$ cat src/rtl/wsdf_pkg.sv
// wsdf_pkg: shared types and constants of the websocket deframer/unmasker
// no dependencies; imported by the channel interfaces and the top level
`default_nettype none

package wsdf_pkg;

   typedef logic [7:0]  byte_type;
   typedef logic [3:0]  opcode_type;
   typedef logic [15:0] length_type;

   typedef enum logic [1:0] {
      KIND_DATA   = 2'd0,
      KIND_ACCEPT = 2'd1,
      KIND_REJECT = 2'd2
   } kind_type;

   typedef enum logic [2:0] {
      STATUS_OK         = 3'd0,
      STATUS_NOT_MASKED = 3'd1,
      STATUS_NOT_FINAL  = 3'd2,
      STATUS_RSV_SET    = 3'd3,
      STATUS_LEN64      = 3'd4
   } status_type;

   // 7-bit length codes
   localparam logic [6:0] LEN_CODE_16BIT = 7'd126;
   localparam int unsigned KEY_BYTES     = 4;

endpackage

`default_nettype wire

$ cat src/rtl/wsdf_req_if.sv
// wsdf_req_if: valid/ready channel carrying one received frame byte
// depends on wsdf_pkg
`default_nettype none

interface wsdf_req_if import wsdf_pkg::*; ();
   logic     valid;
   logic     ready;
   byte_type byte_value;
   logic     frame_start;

   modport source (output valid, output byte_value, output frame_start, input ready);
   modport sink   (input valid, input byte_value, input frame_start, output ready);
endinterface

`default_nettype wire

$ cat src/rtl/wsdf_rsp_if.sv
// wsdf_rsp_if: valid/ready channel carrying one header or payload record
// depends on wsdf_pkg
`default_nettype none

interface wsdf_rsp_if import wsdf_pkg::*; ();
   logic       valid;
   logic       ready;
   kind_type   record_kind;
   byte_type   data_byte;
   opcode_type frame_opcode;
   length_type payload_length;
   status_type status;
   logic       last;

   modport source (output valid, output record_kind, output data_byte, output frame_opcode,
                   output payload_length, output status, output last, input ready);
   modport sink   (input valid, input record_kind, input data_byte, input frame_opcode,
                   input payload_length, input status, input last, output ready);
endinterface

`default_nettype wire

$ cat src/rtl/websocket_frame_deframer_unmask_unit.sv
// websocket_frame_deframer_unmask_unit: parses received websocket frames byte by byte
// and unmasks the payload; depends on wsdf_pkg, wsdf_req_if, wsdf_rsp_if
//
// usage:
//   req_chan takes one frame byte per transaction; frame_start marks the first byte of
//   a frame and always restarts the parser, abandoning any frame in progress.
//   rsp_chan gives at most one record per input byte: an accepted header after the
//   fourth key byte, a rejection on the second header byte, or one unmasked payload
//   byte per payload transaction (last set on the final byte).
//   bytes before a frame start or after a rejection give no record.
// throughput and timing:
//   one byte per cycle unless a held record stalls req_chan; a record is visible
//   in the next cycle; parser state and output register update in the same cycle.
// reset:
//   synchronous active-high reset returns the parser to waiting for a frame start and
//   empties the output register.
// stall:
//   the output register holds its record while rsp_chan.ready is low; req_chan.ready
//   stays high as long as the output register is empty or being drained this cycle.
`default_nettype none

module websocket_frame_deframer_unmask_unit import wsdf_pkg::*; (
   input  wire logic  clock,
   input  wire logic  reset,
   wsdf_req_if.sink   req_chan,
   wsdf_rsp_if.source rsp_chan
);

   typedef enum logic [2:0] {
      PH_IDLE,
      PH_SECOND,
      PH_LEN_HI,
      PH_LEN_LO,
      PH_KEY,
      PH_DATA
   } phase_type;

   phase_type  phase_ff, phase_in;
   opcode_type opcode_ff, opcode_in;
   length_type length_ff, length_in;
   length_type index_ff, index_in;
   logic       fin_ff, fin_in;
   logic [2:0] rsv_ff, rsv_in;
   byte_type   key_ff [KEY_BYTES];

   logic       out_valid_ff;
   kind_type   kind_ff, kind_in;
   byte_type   data_ff, data_in;
   opcode_type out_opcode_ff, out_opcode_in;
   length_type out_length_ff, out_length_in;
   status_type status_ff, status_in;
   logic       last_ff, last_in;
   logic       emit;

   logic       accept;
   logic       key_write;
   logic [16:0] index_next;
   logic       data_last;
   status_type fault;

   assign req_chan.ready = !out_valid_ff || rsp_chan.ready;
   assign accept         = req_chan.valid && req_chan.ready;

   assign index_next = {1'b0, index_ff} + 17'd1;
   assign data_last  = index_next >= {1'b0, length_ff};

   // first fault in priority order
   always_comb begin
      fault = STATUS_OK;
      if (!req_chan.byte_value[7]) begin
         fault = STATUS_NOT_MASKED;
      end else if (!fin_ff) begin
         fault = STATUS_NOT_FINAL;
      end else if (rsv_ff != 3'd0) begin
         fault = STATUS_RSV_SET;
      end else if (req_chan.byte_value[6:0] > LEN_CODE_16BIT) begin
         fault = STATUS_LEN64;
      end
   end

   always_comb begin
      phase_in      = phase_ff;
      opcode_in     = opcode_ff;
      length_in     = length_ff;
      index_in      = index_ff;
      fin_in        = fin_ff;
      rsv_in        = rsv_ff;
      key_write     = 1'b0;
      emit          = 1'b0;
      kind_in       = KIND_DATA;
      data_in       = '0;
      out_opcode_in = opcode_ff;
      out_length_in = '0;
      status_in     = STATUS_OK;
      last_in       = 1'b0;

      if (req_chan.frame_start) begin
         fin_in    = req_chan.byte_value[7];
         rsv_in    = req_chan.byte_value[6:4];
         opcode_in = req_chan.byte_value[3:0];
         length_in = '0;
         index_in  = '0;
         phase_in  = PH_SECOND;
      end else begin
         unique case (phase_ff)
            PH_SECOND: begin
               if (fault != STATUS_OK) begin
                  emit      = 1'b1;
                  kind_in   = KIND_REJECT;
                  status_in = fault;
                  last_in   = 1'b1;
                  phase_in  = PH_IDLE;
               end else begin
                  index_in = '0;
                  if (req_chan.byte_value[6:0] == LEN_CODE_16BIT) begin
                     phase_in = PH_LEN_HI;
                  end else begin
                     length_in = {9'd0, req_chan.byte_value[6:0]};
                     phase_in  = PH_KEY;
                  end
               end
            end
            PH_LEN_HI: begin
               length_in = {req_chan.byte_value, 8'd0};
               phase_in  = PH_LEN_LO;
            end
            PH_LEN_LO: begin
               length_in = {length_ff[15:8], req_chan.byte_value};
               index_in  = '0;
               phase_in  = PH_KEY;
            end
            PH_KEY: begin
               key_write = 1'b1;
               index_in  = index_next[15:0];
               if (index_ff[1:0] == 2'd3) begin
                  // key complete: header record
                  emit          = 1'b1;
                  kind_in       = KIND_ACCEPT;
                  out_length_in = length_ff;
                  last_in       = (length_ff == '0);
                  index_in      = '0;
                  phase_in      = (length_ff == '0) ? PH_IDLE : PH_DATA;
               end
            end
            PH_DATA: begin
               emit          = 1'b1;
               kind_in       = KIND_DATA;
               data_in       = req_chan.byte_value ^ key_ff[index_ff[1:0]];
               out_length_in = length_ff;
               last_in       = data_last;
               index_in      = index_next[15:0];
               if (data_last) begin
                  phase_in = PH_IDLE;
               end
            end
            default: begin
               phase_in = PH_IDLE;
            end
         endcase
      end
   end

   always_ff @(posedge clock) begin
      if (reset) begin
         phase_ff     <= PH_IDLE;
         opcode_ff    <= '0;
         length_ff    <= '0;
         index_ff     <= '0;
         fin_ff       <= 1'b0;
         rsv_ff       <= '0;
         out_valid_ff <= 1'b0;
      end else begin
         if (accept) begin
            phase_ff  <= phase_in;
            opcode_ff <= opcode_in;
            length_ff <= length_in;
            index_ff  <= index_in;
            fin_ff    <= fin_in;
            rsv_ff    <= rsv_in;
         end
         if (accept) begin
            out_valid_ff <= emit;
         end else if (rsp_chan.ready) begin
            out_valid_ff <= 1'b0;
         end
         // record fields carry no reset, qualified by out_valid_ff
         if (accept && emit) begin
            kind_ff       <= kind_in;
            data_ff       <= data_in;
            out_opcode_ff <= out_opcode_in;
            out_length_ff <= out_length_in;
            status_ff     <= status_in;
            last_ff       <= last_in;
         end
      end
   end

   // key store, no reset
   always_ff @(posedge clock) begin
      if (accept && key_write) begin
         key_ff[index_ff[1:0]] <= req_chan.byte_value;
      end
   end

   assign rsp_chan.valid          = out_valid_ff;
   assign rsp_chan.record_kind    = kind_ff;
   assign rsp_chan.data_byte      = data_ff;
   assign rsp_chan.frame_opcode   = out_opcode_ff;
   assign rsp_chan.payload_length = out_length_ff;
   assign rsp_chan.status         = status_ff;
   assign rsp_chan.last           = last_ff;

   // key phase only ever counts the four key bytes
   a_key_index: assert property (@(posedge clock) disable iff (reset)
      phase_ff == PH_KEY |-> index_ff[15:2] == 14'd0)
      else $error("key index out of range");

   // payload index never reaches the frame length
   a_data_index: assert property (@(posedge clock) disable iff (reset)
      phase_ff == PH_DATA |-> index_ff < length_ff)
      else $error("payload index beyond frame length");

   // a rejection always ends the frame with a fault code
   a_reject_last: assert property (@(posedge clock) disable iff (reset)
      out_valid_ff && kind_ff == KIND_REJECT |-> last_ff && status_ff != STATUS_OK)
      else $error("rejection without last or status");

   // accepted header is last exactly for an empty frame
   a_header_last: assert property (@(posedge clock) disable iff (reset)
      out_valid_ff && kind_ff == KIND_ACCEPT |-> last_ff == (out_length_ff == '0))
      else $error("header last flag mismatch");

   // last payload byte returns the parser to idle
   a_last_idle: assert property (@(posedge clock) disable iff (reset)
      accept && !req_chan.frame_start && phase_ff == PH_DATA && data_last
      |=> phase_ff == PH_IDLE)
      else $error("parser not idle after last payload byte");

endmodule

`default_nettype wire

$ cat src/flat_wrapper.sv
// flat-port wrapper written by rule: the top's interface ports become plain ports
module websocket_frame_deframer_unmask_unit_flat import wsdf_pkg::*;
  (clock, reset, req_chan_valid, req_chan_byte_value, req_chan_frame_start, req_chan_ready, rsp_chan_valid, rsp_chan_record_kind, rsp_chan_data_byte, rsp_chan_frame_opcode, rsp_chan_payload_length, rsp_chan_status, rsp_chan_last, rsp_chan_ready);
  wsdf_req_if req_chan_i ();
  wsdf_rsp_if rsp_chan_i ();
  input  wire logic clock;
  input  wire logic reset;
  input wire logic [$bits(req_chan_i.valid)-1:0] req_chan_valid;
  input wire logic [$bits(req_chan_i.byte_value)-1:0] req_chan_byte_value;
  input wire logic [$bits(req_chan_i.frame_start)-1:0] req_chan_frame_start;
  output wire logic [$bits(req_chan_i.ready)-1:0] req_chan_ready;
  output wire logic [$bits(rsp_chan_i.valid)-1:0] rsp_chan_valid;
  output wire logic [$bits(rsp_chan_i.record_kind)-1:0] rsp_chan_record_kind;
  output wire logic [$bits(rsp_chan_i.data_byte)-1:0] rsp_chan_data_byte;
  output wire logic [$bits(rsp_chan_i.frame_opcode)-1:0] rsp_chan_frame_opcode;
  output wire logic [$bits(rsp_chan_i.payload_length)-1:0] rsp_chan_payload_length;
  output wire logic [$bits(rsp_chan_i.status)-1:0] rsp_chan_status;
  output wire logic [$bits(rsp_chan_i.last)-1:0] rsp_chan_last;
  input wire logic [$bits(rsp_chan_i.ready)-1:0] rsp_chan_ready;
  assign req_chan_i.valid = req_chan_valid;
  assign req_chan_i.byte_value = req_chan_byte_value;
  assign req_chan_i.frame_start = req_chan_frame_start;
  assign req_chan_ready = req_chan_i.ready;
  assign rsp_chan_valid = rsp_chan_i.valid;
  assign rsp_chan_record_kind = rsp_chan_i.record_kind;
  assign rsp_chan_data_byte = rsp_chan_i.data_byte;
  assign rsp_chan_frame_opcode = rsp_chan_i.frame_opcode;
  assign rsp_chan_payload_length = rsp_chan_i.payload_length;
  assign rsp_chan_status = rsp_chan_i.status;
  assign rsp_chan_last = rsp_chan_i.last;
  assign rsp_chan_i.ready = rsp_chan_ready;
  websocket_frame_deframer_unmask_unit u_core (.clock(clock), .reset(reset), .req_chan(req_chan_i), .rsp_chan(rsp_chan_i));
endmodule
$ cat config.mk
export PLATFORM = sky130hd
export DESIGN_NAME = websocket_frame_deframer_unmask_unit_flat
export DESIGN_NICKNAME = d
export VERILOG_FILES = /design/src/rtl/wsdf_pkg.sv /design/src/rtl/wsdf_req_if.sv /design/src/rtl/wsdf_rsp_if.sv /design/src/rtl/websocket_frame_deframer_unmask_unit.sv /design/src/flat_wrapper.sv
export SDC_FILE = /design/constraint.sdc
export NUM_CORES = 1
export LEC_CHECK = 0
export BUFFER_PORTS_ARGS = -buffer_cell sky130_fd_sc_hd__clkbuf_2
export CAP_MARGIN = 10
export CORE_MARGIN = 4
export CORE_UTILIZATION = 35
export CTS_BUF_LIST = sky130_fd_sc_hd__clkbuf_8
export DETAILED_ROUTE_END_ITERATION = 10
export GPL_ROUTABILITY_DRIVEN = 0
export PLACE_DENSITY_LB_ADDON = 0.15
export SYNTH_ARGS = -nofsm -noshare
export SYNTH_HDL_FRONTEND = slang
export SYNTH_SLANG_ARGS = --single-unit
$ cat constraint.sdc
create_clock -name clock -period 3.9 [get_ports clock]
set_clock_uncertainty 0.2 [all_clocks]
set_input_delay 0.39 -clock clock [delete_from_list [all_inputs] [get_ports clock]]
set_output_delay 0.39 -clock clock [all_outputs]
set_load 0.005 [all_outputs]
==> summary.txt <==
outcome - complete, no violations
first-pass GRT wire length - 20200 um
Final Hold Fails - 0
Critical Path End Type - flip-flop
Slew @ Worst Pin - 0.985 ns
post-synthesis sequential area ratio - 56.3%
CTS tree - built
starting density of the core - 35.6%
vias in the first global route - 3594
worst-path fanout max - 8
First DRT Iteration DRCs - 353
Sum Neg Setup Slack - 0 ns
CTS resizes - 0
utilization after layout - 39.9%
Min Hold Slack - 0.139 ns
Hold Crit Class - in -> reg
Hold Path Sink - u_core.rsp_chan.valid
Die Footprint - 16700 sq um
R2R Setup Slk - 0.40 ns
clk buf depth - 2
CP Class - reg -> reg
vias - 3664
max-slew violations - 0
Req. time, crit path - 3.83 ns
Nets - 537
post-route minimum period - 3.50 ns
Non-Filler Instances - 692
Synth area leaders - edfxtp_1, dfxtp_1, ha_1
std cell rows - 44
total power - 2.07 mW
largest net degree at the start of global routing - 30
CP Launch Type - flip-flop
Final Cycle Share - 89.8%
area leader, netlist - edfxtp_1
PD cells - 358 nW/um^2
Highest Clock Rate - 285 MHz
core area - 14500 sq um
HPWL Detailed - 8810 um
Clock Latency Late Sink - 0.39 ns
cts hold-fix bufs - 0
Post-DRT Antenna Nets - 0
Post-CTS Setup Bufs - 0
DIE WIDTH - 129 um
Ys Warns - 0
WL/cell - 18.2 um
commonest non-fill, non-tap cell in the layout - edfxtp_1
Post-Synthesis Net Count - 491
CP arrival - 3.43 ns
Top FF cell, synth - edfxtp_1
layout cells sized above 1 - 16.1%
commonest cells after routing, fill and taps aside - edfxtp_1, nor2_1, clkbuf_2, dfxtp_1, inv_1
flops & latches, synth - 112
Clock Root Buffer - clkbuf_8
clock-pin slew on the worst setup and hold paths - 0.10 ns
maximum vdd drop - 0.139 mV
Port Buf Inserts - 48
Worst Hold Depth - 4
Pleak - 2.08 nW
grt ovf - 0
GRT Util Overall - 15.9%
Antenna Cells - 0
CTS buffer count - 9
antenna violations before repair - 0
unrepaired setup endpoints after global routing - false
syn avg cell area - 11.3 sq um
Crit Reg-Reg Endpoint - u_core.rsp_chan.last
H-Tree Depth - 3
FF-to-FF path depth - 11
mapped cell area - 5150 sq um
Syn Inst Count - 457
1st-pass router iterations - 4
Area growth, synth to finish - 12.1%
placed insts - 676
hold wc startpoint - rsp_chan_ready
final setup fails - 0
number of synthesized flops with an enable pin - 66
relative max-transition margin - 33.8%
share of the synthesized area in the top cell type - 38.5%
die height - 129 um
via/cell ratio - 5.29
Netlist cell types - 51
final wirelength - 12600 um
DRC errors left - 0
# IOs - 49
ys async rst share - 0%
Max-cap violations - 0
clk sinks - 112
Crit Reg-Reg Startpoint - u_core.index_ff[0]
[kinds of logic after synthesis]
group | Yosys count | share of synthesized area (%)
compound gates | 74 | 9.95
xor+xnor | 20 | 3.40
mux | 18 | 5.44
flops | 112 | 56.3
fa+ha+maj | 21 | 5.10
buf+inv | 47 | 3.88
simple gates | 165 | 15.9
[Yosys cell counts, drive strengths merged, types with 2 or more instances]
cell / instances
mux2i: 10
xnor2: 16
or3: 2
nor2b: 4
mux4: 8
nand2: 21
nand2b: 11
or2: 2
a311oi: 3
a22o: 2
buf: 4
o2111ai: 2
dfxtp: 46
nor4: 7
edfxtp: 66
a21o: 2
a211oi: 2
a22oi: 17
xor2: 4
nor2: 52
inv: 29
nand3: 17
and3: 5
clkbuf: 14
and4: 3
nor3: 25
ha: 21
a21oi: 21
nor3b: 2
o21ai: 12
nand4: 10
o211ai: 3
[registers in the layout (all words and copies together) (netlist names), 2 cells and up, named ones only]
| signal | cells |
|---|---|
| u_core.key_ff | 32 |
| u_core.index_ff | 16 |
| u_core.length_ff | 16 |
| u_core.rsp_chan.payload_length | 16 |
| u_core.rsp_chan.data_byte | 8 |
| u_core.opcode_ff | 4 |
| u_core.rsp_chan.frame_opcode | 4 |
| u_core.phase_ff | 3 |
| u_core.rsp_chan.status | 3 |
| u_core.rsv_ff | 3 |
| u_core.rsp_chan.record_kind | 2 |
[stage by stage]
stage | worst slack (ns) | area (sq um)
floorplan | 0.509 | 5150
global placement | 0.565 | 5590
detailed placement | 0.426 | 5590
CTS | 0.408 | 5780
global route | 0.148 | 5780
finish | 0.397 | 5780
[metal layers]
layer | wire, um | vias to the layer above | track usage, %
li1 | - | 1771 | -
met1 | 5760 | 1790 | 21.1
met2 | 5990 | 86 | 25.9
met3 | 561 | 17 | 3.42
met4 | 265 | 0 | 5.62
met5 | 0 | - | 0
[worst max-delay path by stage]
stage	start	to	slack, ns
2_1_floorplan	req_chan_byte_value[6]	u_core.rsp_chan.data_byte[0]	0.51
3_3_place_gp	u_core.index_ff[0]	u_core.rsp_chan.last	0.57
3_5_place_dp	u_core.index_ff[1]	u_core.rsp_chan.last	0.43
4_1_cts	u_core.index_ff[1]	u_core.rsp_chan.last	0.41
5_1_grt	u_core.index_ff[1]	u_core.rsp_chan.last	0.15
6_report	u_core.index_ff[0]	u_core.rsp_chan.last	0.40
[power by group]
group / internal, mW / switching, mW
clock: 0.260 / 0.424
combinational: 0.0380 / 0.0821
sequential: 1.26 / 0.00951
[final cells by class]
| type | instances | area [sq um] |
|---|---|---|
| fillers | 1389 | 8700 |
| flip-flops and latches | 112 | 2900 |
| multi-input cells | 298 | 2060 |
| repair buffers | 53 | 290 |
| well taps | 184 | 230 |
| clock buffers | 10 | 138 |
| inverters | 29 | 109 |
| clock inverters | 6 | 50.0 |
[critical path, stage by stage, from the launching register on]
cell       delay, ns
dfxtp_1         0.50
ha_1            0.35
nand3_1         0.25
nor2_1          0.25
xor2_1          0.18
ha_1            0.25
nand4_1         0.14
nor3_1          0.06
a2111oi_0       0.44
o211ai_1        0.25
a311oi_1        0.32
nor3_1          0.07
(Power assumes the default switching activity.)
